===== config.mk =====
export PLATFORM = sky130hd
export DESIGN_NAME = base58_string_decoder_flat
export DESIGN_NICKNAME = d
export VERILOG_FILES = /design/src/hdl/b58_pkg.sv /design/src/hdl/base58_string_decoder_if.sv /design/src/hdl/b58_cmd_fifo.sv /design/src/hdl/b58_front.sv /design/src/hdl/b58_back.sv /design/src/hdl/base58_string_decoder.sv /design/src/flat_wrapper.sv
export VERILOG_INCLUDE_DIRS = /design/src /design/src/hdl
export SDC_FILE = /design/constraint.sdc
export NUM_CORES = 1
export LEC_CHECK = 0
export BUFFER_PORTS_ARGS = -buffer_cell sky130_fd_sc_hd__buf_2
export CORE_ASPECT_RATIO = 1.1
export CORE_MARGIN = 4
export CORE_UTILIZATION = 63
export CTS_BUF_LIST = sky130_fd_sc_hd__clkbuf_16
export CTS_CLUSTER_SIZE = 30
export DETAILED_ROUTE_END_ITERATION = 10
export MAX_ROUTING_LAYER = met4
export PLACE_DENSITY = 0.79
export RECOVER_POWER = 50
export SLEW_MARGIN = 20
export SYNTH_ARGS = -nofsm -noshare
export SYNTH_HDL_FRONTEND = slang
export SYNTH_SLANG_ARGS = --single-unit

===== constraint.sdc =====
create_clock -name clk -period 8 [get_ports clk]
set_input_delay 0 -clock clk [delete_from_list [all_inputs] [get_ports clk]]
set_output_delay 0 -clock clk [all_outputs]
set_load 0.03 [all_outputs]

===== src/hdl/base58_string_decoder_assert.svh =====
// Assertion macros for the base58 string decoder.
// Included by the modules that check their own logic; needs clk and rst_n in scope.
`ifndef BASE58_STRING_DECODER_ASSERT_SVH
`define BASE58_STRING_DECODER_ASSERT_SVH
`ifndef NO_ASSERTIONS
`define B58_ASSERT(lbl, cond, msg) \
    lbl: assert property (@(posedge clk) disable iff (!rst_n) (cond)) else $error(msg);
`define B58_ASSERT_IMPL(lbl, ante, cons, msg) \
    lbl: assert property (@(posedge clk) disable iff (!rst_n) (ante) |-> (cons)) \
        else $error(msg);
`else
`define B58_ASSERT(lbl, cond, msg)
`define B58_ASSERT_IMPL(lbl, ante, cons, msg)
`endif
`endif


===== src/hdl/b58_pkg.sv =====
// Shared types, constants and character classification for the base58 decoder.
// No dependencies.
`default_nettype none

package b58_pkg;

    localparam int B58_MAX_BYTES = 48;
    localparam int B58_MAX_CHARS = 64;
    localparam int B58_RADIX     = 58;
    localparam int LZ_W          = 7;
    localparam int B58_CMD_DEPTH = 2;
    localparam int B58_CMD_PTR_W = $clog2(B58_CMD_DEPTH);

    localparam logic [1:0] ST_OK       = 2'd0;
    localparam logic [1:0] ST_INVALID  = 2'd1;
    localparam logic [1:0] ST_TRAILING = 2'd2;
    localparam logic [1:0] ST_TOO_LONG = 2'd3;

    localparam logic [7:0] CHAR_ONE = 8'h31;

    typedef struct packed {
        logic       valid;
        logic [5:0] value;
    } digit_t;

    typedef struct packed {
        logic            is_digit;
        logic            is_final;
        logic [5:0]      digit;
        logic [1:0]      status;
        logic [LZ_W-1:0] lz;
    } b58_cmd_t;

    function automatic logic is_ws(input logic [7:0] c);
        return (c == 8'd32) || (c >= 8'd9 && c <= 8'd13);
    endfunction

    function automatic digit_t digit_of(input logic [7:0] c);
        digit_t d;
        d.valid = 1'b1;
        d.value = '0;
        if (c >= 8'h31 && c <= 8'h39)
        begin
            d.value = 6'(c - 8'h31);
        end
        else if (c >= 8'h41 && c <= 8'h48)
        begin
            d.value = 6'(c - 8'h41 + 8'd9);
        end
        else if (c >= 8'h4A && c <= 8'h4E)
        begin
            d.value = 6'(c - 8'h4A + 8'd17);
        end
        else if (c >= 8'h50 && c <= 8'h5A)
        begin
            d.value = 6'(c - 8'h50 + 8'd22);
        end
        else if (c >= 8'h61 && c <= 8'h6B)
        begin
            d.value = 6'(c - 8'h61 + 8'd33);
        end
        else if (c >= 8'h6D && c <= 8'h7A)
        begin
            d.value = 6'(c - 8'h6D + 8'd44);
        end
        else
        begin
            d.valid = 1'b0;
        end
        return d;
    endfunction

endpackage

`default_nettype wire


===== src/hdl/base58_string_decoder_if.sv =====
// Valid/ready channel interfaces: character items in, decoded result items out.
// No dependencies.
`default_nettype none

interface b58_in_if;
    logic       valid;
    logic       ready;
    logic [7:0] char_code;
    logic       final_char;

    modport source (output valid, char_code, final_char, input ready);
    modport sink   (input valid, char_code, final_char, output ready);
endinterface

interface b58_out_if;
    logic       valid;
    logic       ready;
    logic [7:0] data_byte;
    logic       has_byte;
    logic [1:0] status;
    logic       end_of_result;

    modport source (output valid, data_byte, has_byte, status, end_of_result, input ready);
    modport sink   (input valid, data_byte, has_byte, status, end_of_result, output ready);
endinterface

`default_nettype wire


===== src/hdl/b58_cmd_fifo.sv =====
// Short command queue between the character scanner and the arithmetic back end.
// Depends on b58_pkg.
`default_nettype none

module b58_cmd_fifo
    import b58_pkg::*;
(
    input  wire logic     clk,
    input  wire logic     rst_n,
    input  wire logic     push,
    input  wire b58_cmd_t push_cmd,
    output logic          full,
    input  wire logic     pop,
    output b58_cmd_t      head,
    output logic          empty
);

    b58_cmd_t                   slot_reg [B58_CMD_DEPTH];
    logic [B58_CMD_PTR_W-1:0]   wr_ptr_reg;
    logic [B58_CMD_PTR_W-1:0]   rd_ptr_reg;
    logic [B58_CMD_PTR_W:0]     count_reg;
    logic [B58_CMD_PTR_W:0]     count_next;

    assign full  = (count_reg == (B58_CMD_PTR_W+1)'(B58_CMD_DEPTH));
    assign empty = (count_reg == '0);
    assign head  = slot_reg[rd_ptr_reg];

    always_comb
    begin
        count_next = count_reg;
        if (push && !pop)
        begin
            count_next = count_reg + 1'b1;
        end
        else if (pop && !push)
        begin
            count_next = count_reg - 1'b1;
        end
    end

    always_ff @(posedge clk or negedge rst_n)
    begin
        if (!rst_n)
        begin
            wr_ptr_reg <= '0;
            rd_ptr_reg <= '0;
            count_reg  <= '0;
        end
        else
        begin
            if (push)
            begin
                wr_ptr_reg <= wr_ptr_reg + 1'b1;
            end
            if (pop)
            begin
                rd_ptr_reg <= rd_ptr_reg + 1'b1;
            end
            count_reg <= count_next;
        end
    end

    always_ff @(posedge clk)
    begin
        if (push)
        begin
            slot_reg[wr_ptr_reg] <= push_cmd;
        end
    end

endmodule

`default_nettype wire


===== src/hdl/b58_front.sv =====
// Character scanner: classifies each character, tracks scan phase, leading ones
// and input errors, and queues digit and end-of-string commands. Depends on b58_pkg.
`default_nettype none

module b58_front
    import b58_pkg::*;
#(
    parameter int MAX_CHARS = B58_MAX_CHARS
)
(
    input  wire logic clk,
    input  wire logic rst_n,
    b58_in_if.sink    in_ch,
    output logic      push,
    output b58_cmd_t  push_cmd,
    input  wire logic full
);

    localparam int CW = $clog2(MAX_CHARS + 1);

    typedef enum logic [3:0] {
        PH_LEAD   = 4'b0001,
        PH_ONES   = 4'b0010,
        PH_DIGITS = 4'b0100,
        PH_TRAIL  = 4'b1000
    } phase_t;

    phase_t          phase_reg, phase_next;
    logic [CW-1:0]   cnt_reg, cnt_next;
    logic [LZ_W-1:0] lz_reg, lz_next;
    logic [1:0]      err_reg, err_next;
    logic            accept;
    logic            ws;
    logic            dig_push;
    digit_t          dig;

    assign in_ch.ready = !full;
    assign accept      = in_ch.valid && !full;
    assign ws          = is_ws(in_ch.char_code);
    assign dig         = digit_of(in_ch.char_code);
    assign push        = accept && (dig_push || in_ch.final_char);

    always_comb
    begin
        phase_next = phase_reg;
        cnt_next   = cnt_reg;
        lz_next    = lz_reg;
        err_next   = err_reg;
        dig_push   = 1'b0;
        if (accept && err_reg == ST_OK)
        begin
            if (cnt_reg >= CW'(MAX_CHARS))
            begin
                err_next = ST_TOO_LONG;
            end
            else
            begin
                cnt_next = cnt_reg + 1'b1;
                unique case (phase_reg) inside
                    PH_TRAIL:
                    begin
                        if (!ws)
                        begin
                            err_next = ST_TRAILING;
                        end
                    end
                    PH_LEAD, PH_ONES, PH_DIGITS:
                    begin
                        if (ws)
                        begin
                            if (phase_reg != PH_LEAD)
                            begin
                                phase_next = PH_TRAIL;
                            end
                        end
                        else if (in_ch.char_code == CHAR_ONE && phase_reg != PH_DIGITS)
                        begin
                            phase_next = PH_ONES;
                            lz_next    = lz_reg + 1'b1;
                        end
                        else if (!dig.valid)
                        begin
                            err_next = ST_INVALID;
                        end
                        else
                        begin
                            phase_next = PH_DIGITS;
                            dig_push   = 1'b1;
                        end
                    end
                    default:
                    begin
                        phase_next = PH_LEAD;
                    end
                endcase
            end
        end

        push_cmd.is_digit = dig_push;
        push_cmd.is_final = in_ch.final_char;
        push_cmd.digit    = dig.value;
        push_cmd.status   = err_next;
        push_cmd.lz       = lz_next;

        if (accept && in_ch.final_char)
        begin
            phase_next = PH_LEAD;
            cnt_next   = '0;
            lz_next    = '0;
            err_next   = ST_OK;
        end
    end

    always_ff @(posedge clk or negedge rst_n)
    begin
        if (!rst_n)
        begin
            phase_reg <= PH_LEAD;
            cnt_reg   <= '0;
            lz_reg    <= '0;
            err_reg   <= ST_OK;
        end
        else
        begin
            phase_reg <= phase_next;
            cnt_reg   <= cnt_next;
            lz_reg    <= lz_next;
            err_reg   <= err_next;
        end
    end

endmodule

`default_nettype wire


===== src/hdl/b58_back.sv =====
// Arithmetic back end: byte buffer memory, multiply-by-58 carry loop and result
// emission through an output register. Depends on b58_pkg and the assertion macros.
`default_nettype none
`include "base58_string_decoder_assert.svh"

module b58_back
    import b58_pkg::*;
#(
    parameter int MAX_BYTES = B58_MAX_BYTES
)
(
    input  wire logic     clk,
    input  wire logic     rst_n,
    input  wire b58_cmd_t cmd,
    input  wire logic     cmd_empty,
    output logic          cmd_pop,
    b58_out_if.source     out_ch
);

    localparam int AW = $clog2(MAX_BYTES);
    localparam int IW = $clog2(MAX_BYTES + 1);

    typedef enum logic [5:0] {
        S_IDLE  = 6'b000001,
        S_MUL   = 6'b000010,
        S_FINAL = 6'b000100,
        S_ZERO  = 6'b001000,
        S_RD    = 6'b010000,
        S_WR    = 6'b100000
    } back_state_t;

    back_state_t     state_reg, state_next;
    logic [IW-1:0]   idx_reg, idx_next;
    logic [IW-1:0]   idx_inc;
    logic [IW-1:0]   used_reg, used_next;
    logic [IW-1:0]   used_dec;
    logic [5:0]      carry_reg, carry_next;
    logic            ovf_reg, ovf_next;
    logic            pend_final_reg, pend_final_next;
    logic [1:0]      st_reg, st_next;
    logic [LZ_W-1:0] lz_reg, lz_next;

    logic [7:0]      mem [MAX_BYTES];
    logic [7:0]      rdata_reg;
    logic            re;
    logic [AW-1:0]   raddr;
    logic            we;
    logic [AW-1:0]   waddr;
    logic [7:0]      wdata;

    logic            out_valid_reg;
    logic [7:0]      out_byte_reg;
    logic            out_has_reg;
    logic [1:0]      out_st_reg;
    logic            out_last_reg;
    logic            out_free;
    logic            load;
    logic [7:0]      ld_byte;
    logic            ld_has;
    logic [1:0]      ld_st;
    logic            ld_last;

    logic [7:0]      src;
    logic [13:0]     prod;
    logic            mul_go;
    logic            single_item;

    assign out_free = !out_valid_reg || out_ch.ready;
    assign idx_inc  = idx_reg + 1'b1;
    assign used_dec = used_reg - 1'b1;
    assign src      = (idx_reg < used_reg) ? rdata_reg : 8'd0;
    assign prod     = 14'(src) * 14'(B58_RADIX) + 14'(carry_reg);
    assign mul_go   = ((carry_reg != '0) || (idx_reg < used_reg)) && (idx_reg < IW'(MAX_BYTES));
    assign single_item = ovf_reg || (st_reg != ST_OK) || (lz_reg == '0 && used_reg == '0);

    always_comb
    begin
        state_next      = state_reg;
        idx_next        = idx_reg;
        used_next       = used_reg;
        carry_next      = carry_reg;
        ovf_next        = ovf_reg;
        pend_final_next = pend_final_reg;
        st_next         = st_reg;
        lz_next         = lz_reg;
        cmd_pop         = 1'b0;
        re              = 1'b0;
        raddr           = '0;
        we              = 1'b0;
        waddr           = idx_reg[AW-1:0];
        wdata           = prod[7:0];
        load            = 1'b0;
        ld_byte         = 8'd0;
        ld_has          = 1'b0;
        ld_st           = ST_OK;
        ld_last         = 1'b0;

        unique case (state_reg)
            S_IDLE:
            begin
                if (!cmd_empty)
                begin
                    cmd_pop         = 1'b1;
                    pend_final_next = cmd.is_final;
                    st_next         = cmd.status;
                    lz_next         = cmd.lz;
                    if (cmd.is_digit && !ovf_reg)
                    begin
                        carry_next = cmd.digit;
                        idx_next   = '0;
                        re         = 1'b1;
                        state_next = S_MUL;
                    end
                    else if (cmd.is_final)
                    begin
                        state_next = S_FINAL;
                    end
                end
            end
            S_MUL:
            begin
                if (mul_go)
                begin
                    we         = 1'b1;
                    carry_next = prod[13:8];
                    idx_next   = idx_inc;
                    re         = 1'b1;
                    raddr      = idx_inc[AW-1:0];
                end
                else
                begin
                    if (carry_reg != '0)
                    begin
                        ovf_next = 1'b1;
                    end
                    else
                    begin
                        used_next = idx_reg;
                    end
                    state_next = pend_final_reg ? S_FINAL : S_IDLE;
                end
            end
            S_FINAL:
            begin
                if (single_item)
                begin
                    if (out_free)
                    begin
                        load       = 1'b1;
                        ld_st      = ovf_reg ? ST_TOO_LONG : st_reg;
                        ld_last    = 1'b1;
                        used_next  = '0;
                        ovf_next   = 1'b0;
                        state_next = S_IDLE;
                    end
                end
                else if (lz_reg != '0)
                begin
                    state_next = S_ZERO;
                end
                else
                begin
                    idx_next   = used_dec;
                    state_next = S_RD;
                end
            end
            S_ZERO:
            begin
                if (out_free)
                begin
                    load    = 1'b1;
                    ld_has  = 1'b1;
                    ld_last = (lz_reg == LZ_W'(1)) && (used_reg == '0);
                    lz_next = lz_reg - 1'b1;
                    if (lz_reg == LZ_W'(1))
                    begin
                        if (used_reg == '0)
                        begin
                            state_next = S_IDLE;
                        end
                        else
                        begin
                            idx_next   = used_dec;
                            state_next = S_RD;
                        end
                    end
                end
            end
            S_RD:
            begin
                re         = 1'b1;
                raddr      = idx_reg[AW-1:0];
                state_next = S_WR;
            end
            S_WR:
            begin
                if (out_free)
                begin
                    load    = 1'b1;
                    ld_byte = rdata_reg;
                    ld_has  = 1'b1;
                    ld_last = (idx_reg == '0);
                    if (idx_reg == '0)
                    begin
                        used_next  = '0;
                        ovf_next   = 1'b0;
                        state_next = S_IDLE;
                    end
                    else
                    begin
                        idx_next   = idx_reg - 1'b1;
                        state_next = S_RD;
                    end
                end
            end
            default:
            begin
                state_next = S_IDLE;
            end
        endcase
    end

    always_ff @(posedge clk or negedge rst_n)
    begin
        if (!rst_n)
        begin
            state_reg      <= S_IDLE;
            idx_reg        <= '0;
            used_reg       <= '0;
            carry_reg      <= '0;
            ovf_reg        <= 1'b0;
            pend_final_reg <= 1'b0;
            st_reg         <= ST_OK;
            lz_reg         <= '0;
            out_valid_reg  <= 1'b0;
        end
        else
        begin
            state_reg      <= state_next;
            idx_reg        <= idx_next;
            used_reg       <= used_next;
            carry_reg      <= carry_next;
            ovf_reg        <= ovf_next;
            pend_final_reg <= pend_final_next;
            st_reg         <= st_next;
            lz_reg         <= lz_next;
            if (load)
            begin
                out_valid_reg <= 1'b1;
            end
            else if (out_ch.ready)
            begin
                out_valid_reg <= 1'b0;
            end
        end
    end

    always_ff @(posedge clk)
    begin
        if (load)
        begin
            out_byte_reg <= ld_byte;
            out_has_reg  <= ld_has;
            out_st_reg   <= ld_st;
            out_last_reg <= ld_last;
        end
    end

    always_ff @(posedge clk)
    begin
        if (we)
        begin
            mem[waddr] <= wdata;
        end
        if (re)
        begin
            rdata_reg <= mem[raddr];
        end
    end

    assign out_ch.valid         = out_valid_reg;
    assign out_ch.data_byte     = out_byte_reg;
    assign out_ch.has_byte      = out_has_reg;
    assign out_ch.status        = out_st_reg;
    assign out_ch.end_of_result = out_last_reg;

    `B58_ASSERT(a_used_bound, used_reg <= IW'(MAX_BYTES), "fill count beyond buffer size")
    `B58_ASSERT_IMPL(a_carry_bound, state_reg == S_MUL, carry_reg < 6'd58, "carry out of range")
    `B58_ASSERT_IMPL(a_status_item_last, out_valid_reg && !out_has_reg, out_last_reg,
                     "status item not marked last")
    `B58_ASSERT_IMPL(a_byte_item_ok, out_valid_reg && out_has_reg, out_st_reg == ST_OK,
                     "byte item with error status")
    `B58_ASSERT_IMPL(a_pop_idle, cmd_pop, state_reg == S_IDLE && !cmd_empty,
                     "command taken while busy")

endmodule

`default_nettype wire


===== src/hdl/base58_string_decoder.sv =====
// Base58 text decoder top level: scanner, command queue and arithmetic back end.
// Depends on b58_pkg, the channel interfaces, b58_front, b58_cmd_fifo, b58_back.
//
//   channel  dir  payload                                         accept
//   in_ch    in   char_code[7:0] final_char                       valid && ready
//   out_ch   out  data_byte[7:0] has_byte status[1:0] end_of_result valid && ready
//
// A digit makes the back end multiply the buffer by 58 and add the digit, one buffer
// byte per cycle, through separate read and write ports of the buffer memory. The
// final character then emits a status item alone on error or empty input, else one
// zero byte per leading zero and each significant byte, read from memory and then
// sent; a held result stalls them. A two-entry command queue lets the scanner run
// ahead. Reset clears control state at once; buffer bytes past the fill count read as zero.
`default_nettype none

module base58_string_decoder
    import b58_pkg::*;
#(
    parameter int MAX_BYTES = B58_MAX_BYTES,
    parameter int MAX_CHARS = B58_MAX_CHARS
)
(
    input  wire logic clk,
    input  wire logic rst_n,
    b58_in_if.sink    in_ch,
    b58_out_if.source out_ch
);

    b58_cmd_t push_cmd;
    b58_cmd_t head;
    logic     push;
    logic     full;
    logic     pop;
    logic     empty;

    b58_front #(
        .MAX_CHARS (MAX_CHARS)
    ) u_front (
        .clk      (clk),
        .rst_n    (rst_n),
        .in_ch    (in_ch),
        .push     (push),
        .push_cmd (push_cmd),
        .full     (full)
    );

    b58_cmd_fifo u_fifo (
        .clk      (clk),
        .rst_n    (rst_n),
        .push     (push),
        .push_cmd (push_cmd),
        .full     (full),
        .pop      (pop),
        .head     (head),
        .empty    (empty)
    );

    b58_back #(
        .MAX_BYTES (MAX_BYTES)
    ) u_back (
        .clk       (clk),
        .rst_n     (rst_n),
        .cmd       (head),
        .cmd_empty (empty),
        .cmd_pop   (pop),
        .out_ch    (out_ch)
    );

endmodule

`default_nettype wire

===== src/flat_wrapper.sv =====
// flat-port wrapper written by rule: the top's interface ports become plain ports
module base58_string_decoder_flat import b58_pkg::*;
#(
    parameter int MAX_BYTES = B58_MAX_BYTES,
    parameter int MAX_CHARS = B58_MAX_CHARS
)
  (clk, rst_n, in_ch_valid, in_ch_char_code, in_ch_final_char, in_ch_ready, out_ch_valid, out_ch_data_byte, out_ch_has_byte, out_ch_status, out_ch_end_of_result, out_ch_ready);
  b58_in_if in_ch_i ();
  b58_out_if out_ch_i ();
  input  wire logic clk;
  input  wire logic rst_n;
  input wire logic [$bits(in_ch_i.valid)-1:0] in_ch_valid;
  input wire logic [$bits(in_ch_i.char_code)-1:0] in_ch_char_code;
  input wire logic [$bits(in_ch_i.final_char)-1:0] in_ch_final_char;
  output wire logic [$bits(in_ch_i.ready)-1:0] in_ch_ready;
  output wire logic [$bits(out_ch_i.valid)-1:0] out_ch_valid;
  output wire logic [$bits(out_ch_i.data_byte)-1:0] out_ch_data_byte;
  output wire logic [$bits(out_ch_i.has_byte)-1:0] out_ch_has_byte;
  output wire logic [$bits(out_ch_i.status)-1:0] out_ch_status;
  output wire logic [$bits(out_ch_i.end_of_result)-1:0] out_ch_end_of_result;
  input wire logic [$bits(out_ch_i.ready)-1:0] out_ch_ready;
  assign in_ch_i.valid = in_ch_valid;
  assign in_ch_i.char_code = in_ch_char_code;
  assign in_ch_i.final_char = in_ch_final_char;
  assign in_ch_ready = in_ch_i.ready;
  assign out_ch_valid = out_ch_i.valid;
  assign out_ch_data_byte = out_ch_i.data_byte;
  assign out_ch_has_byte = out_ch_i.has_byte;
  assign out_ch_status = out_ch_i.status;
  assign out_ch_end_of_result = out_ch_i.end_of_result;
  assign out_ch_i.ready = out_ch_ready;
  base58_string_decoder #(.MAX_BYTES(MAX_BYTES), .MAX_CHARS(MAX_CHARS)) u_core (.clk(clk), .rst_n(rst_n), .in_ch(in_ch_i), .out_ch(out_ch_i));
endmodule

* Word-level counts from Yosys, hierarchy flattened
Memory sizes are Yosys's and may differ from the RTL's. A register that Yosys moved wholly into a read port is not among the register bits.
Cells that the tools add are included.
** Word-level totals
- Bits in registers :: 72
- Memory bits (writable) :: 418
- Input bits :: 13
- Output and inout bits :: 14
- Memories :: 2
** Cells by class
- Add/subtract/negate cells :: 22
- Multipliers :: 1
- Order comparisons :: 17
- Equal/unequal tests :: 38
- Mux-type cells :: 114
- Bitwise gates (word level) :: 1
- Reduce and logical (&&, ||, !) cells :: 57
** Memory list
- u_core.u_back.mem :: depth 48, bits a word 8, read ports 1, clocked after Yosys merged registers in 1, write ports 1, line b58_back.sv:43 : logic [7:0] mem [MAX_BYTES];
- u_core.u_fifo.slot_reg :: depth 2, bits a word 17, read ports 1, clocked after Yosys merged registers in 0, write ports 1, line b58_cmd_fifo.sv:18 : b58_cmd_t slot_reg [B58_CMD_DEPTH];
** Operator list (count)
- 6-bit two-way mux :: 35
- 7-bit two-way mux :: 11
- 8-bit by 7-bit greater-or-equal comparator with 1-bit output, second input constant :: 5
- 8-bit by 7-bit less-or-equal comparator with 1-bit output, second input constant :: 5
- 6-bit case mux with 6 select lines :: 1
- 1-bit two-way mux :: 34
- 2-bit != test, second input constant :: 16
- 6-bit case mux with 5 select lines :: 1
- 4-bit two-way mux :: 7
- 6-bit case mux with 2 select lines :: 2
- 7-bit AND reduction :: 3
- 2-bit two-way mux :: 10
- 1-bit logical AND :: 18
- 6-bit case mux with 3 select lines :: 1
- 6-bit by 1-bit subtractor with 6-bit output, second input constant :: 3
- 6-bit subtractor, second input constant :: 3
- 8-bit by 6-bit == test with 1-bit output, second input constant :: 2
- 5-bit two-way mux :: 3
- 14-bit by 6-bit adder with 14-bit output :: 1
- 7-bit by 1-bit adder with 7-bit output, second input constant :: 2
- 7-bit case mux with 2 select lines :: 1
- 8-bit by 5-bit multiplier with 13-bit output, second input constant :: 1
- 6-bit by 5-bit adder with 6-bit output, second input constant :: 2
- 6-bit adder, second input constant :: 2
- other kinds (57) :: 81

* Longest topological paths before layout
- Depth in word-level cells :: 20
- Mapped depth :: 23
- Mapped depth without buffers :: 22

* Cells and area by module
From an unflattened synthesis, not the netlist that was laid out.
** Unflattened totals
- Cells, all modules :: 1962
- Area total of the unflattened synthesis :: 23684.0 um^2
** By module, submodules not included
- b58_back :: instances 1, cells each 1648, area an instance 20120.5 um^2
- b58_front :: instances 1, cells each 245, area an instance 2099.5 um^2
- b58_cmd_fifo :: instances 1, cells each 69, area an instance 1463.9 um^2

* Worst setup path before layout
Ideal clock, no wire load.
- Kind :: register to register
- Start :: register u_core.u_back.idx_reg[5]
- End :: memory u_core.u_back.mem[0][7] (data pin)
- Setup time :: 0.453 ns
- Arrival :: 5.126 ns
- Path slack :: 2.420 ns
- Stages on the path, launching flop included :: 18
- Buffers on the path :: 1
- Period minus slack after synthesis :: 5.580 ns
- Path through :: dfrtp_1 > ha_1 > a21oi_1 > o21a_1 > o21a_1 > buf_2 > and2_1 > ha_1 > ha_1 > ha_1 > inv_1 > fa_1 > inv_1 > ha_1 > and2_1 > o21ai_0 > o21ai_0 > xor2_1
** Between the ends
- Cells in the longest elaborated chain, start to end :: 4
** Ends and longest elaborated chain
- start, declared :: line b58_back.sv:33 : logic [IW-1:0] idx_reg, idx_next;
- start signal, assigned :: line b58_back.sv:240 : idx_reg <= idx_next;
- 6-bit less-than comparator :: line b58_back.sv:71 : assign src = (idx_reg < used_reg) ? rdata_reg : 8'd0;
- 8-bit two-way mux :: line b58_back.sv:71
- 8-bit by 5-bit multiplier with 13-bit output :: line b58_back.sv:72 : assign prod = 14'(src) * 14'(B58_RADIX) + 14'(carry_reg);
- 14-bit by 6-bit adder with 14-bit output :: line b58_back.sv:72
- named net u_core.u_back.prod[7] :: line b58_back.sv:64 : logic [13:0] prod;
- end, declared :: line b58_back.sv:43
The timed path passes the listed nets, and every way through them passes these cells.

* Worst setup path in the final report
- Start :: register u_core.u_back.idx_reg[5]
- End :: memory u_core.u_back.mem[23][7] (data pin)
The elaborated chain is that of the path after synthesis.

==> flow_metrics.env <==
export IMPL_fp_coreArea_mm2=0.0364
export IMPL_synth_compound_area_frac=0.0640
export IMPL_die_area_mm2=0.0401
export IMPL_critPathArrivalTime_ns=5.95
export IMPL_slew_headroom=-1.28
export IMPL_grt_start_max_net_pins=142
export IMPL_failed_checks="capacitance limit, slew limit"
export IMPL_status="finished with violations"
export IMPL_worst_setup_path_start_kind="register"
export IMPL_met2_length_um=25600
export IMPL_die_w_um=191
export IMPL_cts_root_buf="clkbuf_16"
export IMPL_nets=2021
export IMPL_routed_top_layer="met4"
export IMPL_grt_pass1_wl_um=81000
export IMPL_yosys_area_share_simple=0.159
export IMPL_rsz0062_at_grt="false"
export IMPL_largest_register_ffs=384
export IMPL_syn_num_nets=2016
export IMPL_vias=15200
export IMPL_hold_depth=5
export IMPL_synth_xor_area_frac=0.0150
export IMPL_mostFrequentLayoutCells="edfxtp_1, nand2_1, nand3_1"
export IMPL_numClockSinks=498
export IMPL_synth_edff_count=438
export IMPL_finalCritPeriodShare=0.710
export IMPL_ys_ff_latch=498
export IMPL_fin_worst_skew_ns=0.0303
export IMPL_grt_pass1_vias=14600
export IMPL_synthMuxAreaShare=0.0621
export IMPL_synth_top_family_by_area="simple AND/OR/NAND/NOR gates"
export IMPL_cap_violations=4
export IMPL_yosys_area_top_type="edfxtp_1"
export IMPL_io_pins=27
export IMPL_avgViaCountPerCell=6.19
export IMPL_num_rows=73
export IMPL_hp_class="primary input to register"
export IMPL_synth_area_top_cells="edfxtp_1, dfrtp_1, mux2i_1"
export IMPL_hold_violations=0
export IMPL_postSynthCellCount=1935
export IMPL_synthArstFlopShare=0.120
export IMPL_initial_core_util=0.641
export IMPL_period_minus_slack_ns=5.68
export IMPL_synth_top_cell_area_share=0.564
export IMPL_routedWlPerCell_um=20.9
export IMPL_seq_area_frac_synth=0.629
export IMPL_gr_total_overflow=0
export IMPL_crit_fanout=38
export IMPL_place_detailed_hpwl_um=32800
export IMPL_yosys_warnings=0
export IMPL_insertion_delay_ns=0.57
export IMPL_dp_cells=2370
export IMPL_tns_ns=0
export IMPL_cts_hold_repair_buffers=5
export IMPL_cts_made_buffers=47
export IMPL_drt_total_wl_um=51600
export IMPL_wl_met1_um=20700
export IMPL_place_congestion=0.934
export IMPL_drt_iter0_drc=1561
export IMPL_final_common_cell="edfxtp_1"
export IMPL_max_clock_freq_ghz=0.176
export IMPL_ys_flop_type="edfxtp_1"
export IMPL_clk_path_buf_depth=3
export IMPL_syn_avg_cell_area_um2=12.0
export IMPL_setup_viol=0
export IMPL_critPathRequiredTime_ns=8.28
export IMPL_grt_usage=0.264
export IMPL_post_cts_resized=0
export IMPL_drc_errors=0
export IMPL_cts_tree="yes"
export IMPL_antenna_found_initial=0
export IMPL_synth_cell_types=75
export IMPL_instances_no_fill=2464
export IMPL_crit_type="register to register"
export IMPL_port_buffers=26
export IMPL_num_antenna_cells=0
export IMPL_crit_path_end_kind="register"
export IMPL_postRouteAntennaNets=0
export IMPL_die_h_um=210
export IMPL_timing_final_max_slew_violations=185
export IMPL_first_pass_iters=5
export IMPL_path_clk_slew_ns=0.06
export IMPL_synth_cell_area_mm2=0.0233
export IMPL_synthAdderAreaFrac=0.0398
export IMPL_drive_gt1_frac=0.0567
export IMPL_syn_to_final_growth_pct=8.78
export IMPL_ff2ff_path_depth=16
export IMPL_htreeDepth=2
export IMPL_worst_pin_slew_ns=3.42
export IMPL_cts_setup_buffers=0
export IMPL_dr_wl_met3_um=3630
-- critical path, stage by stage (launching register included) --
cell     delay [ns]
dfrtp_1        0.59
ha_1           0.33
a21oi_1        0.15
o21a_1         0.20
o21a_1         0.47
and2_0         0.29
ha_1           0.26
ha_1           0.27
ha_1           0.30
inv_1          0.06
fa_1           0.53
inv_1          0.04
ha_1           0.43
nand3_1        0.10
o21ai_0        0.77
xor2_4         0.29
buf_16         0.25
-- worst paths after layout --
path                       slack, ns                           to                startpoint
max                             2.32     u_core.u_back.mem[23][7]  u_core.u_back.idx_reg[5]
min                             0.07  u_core.u_front.phase_reg[3]        in_ch_char_code[6]
max reg2reg                     2.32     u_core.u_back.mem[23][7]  u_core.u_back.idx_reg[5]
min reg2reg                     0.49     u_core.u_fifo.wr_ptr_reg  u_core.u_fifo.wr_ptr_reg
max in group asynchronous       4.83     u_core.u_back.idx_reg[2]                     rst_n
min in group asynchronous       1.24      u_core.u_back.lz_reg[4]                     rst_n
-- cell families after synthesis --
family	count (synthesis)
compound gates	222
xor+xnor	40
buf+inv	153
mux	144
fa+ha+maj	69
flops	498
simple gates	809
-- synth_stat cells (all sizes together), types with 4 or more instances --
master / instances
o32a: 8
a21oi: 40
nor3: 19
o2111ai: 14
nand3b: 11
mux2i: 139
nand3: 214
o211ai: 6
dfrtp: 58
xnor2: 21
a211oi: 10
a21o: 9
a32oi: 4
and3: 27
nor4: 7
nor2b: 12
xor2: 19
o31ai: 5
clkbuf: 39
inv: 55
fa: 9
nand4: 9
and2: 23
a221oi: 4
nand2: 324
a21boi: 4
o21a: 6
ha: 59
nand2b: 12
nor2: 129
a31oi: 15
mux2: 5
buf: 59
edfxtp: 438
a22oi: 5
o21ai: 64
o22ai: 7
nor3b: 5
-- per-stage QoR --
| step | instance area (µm²) | util | setup WS, ns | hold slack (ns) |
|---|---|---|---|---|
| after floorplan | 23300 | - | 2.42 | -0.296 |
| after global placement | 23800 | 0.654 | 2.08 | 0.214 |
| after CTS | 25400 | 0.698 | 1.89 | 0.0399 |
| after global routing | 25400 | 0.697 | 1.94 | 0.0890 |
| after detailed placement | 23800 | 0.655 | 1.90 | 0.225 |
| final | 25400 | 0.697 | 2.32 | 0.0660 |
-- layer usage --
| metal | track usage | vias up |
|---|---|---|
| met5 | - | - |
| met2 | 0.423 | 632 |
| li1 | - | 7081 |
| met4 | 0.0865 | 0 |
| met3 | 0.0319 | 112 |
| met1 | 0.356 | 7420 |
-- final cells by class --
| class | count | area, µm² |
|---|---|---|
| well taps | 487 | 609 |
| clock buffers | 48 | 1200 |
| fillers | 2551 | 11000 |
| clock inverters | 38 | 308 |
| inverters | 55 | 206 |
| multi-input cells | 1284 | 7990 |
| repair buffers | 54 | 379 |
| flip-flops and latches | 498 | 14700 |
Power is left out: the tool's default activity adds up to more than one toggle a clock period on the data nets, which glitch-free logic cannot reach.
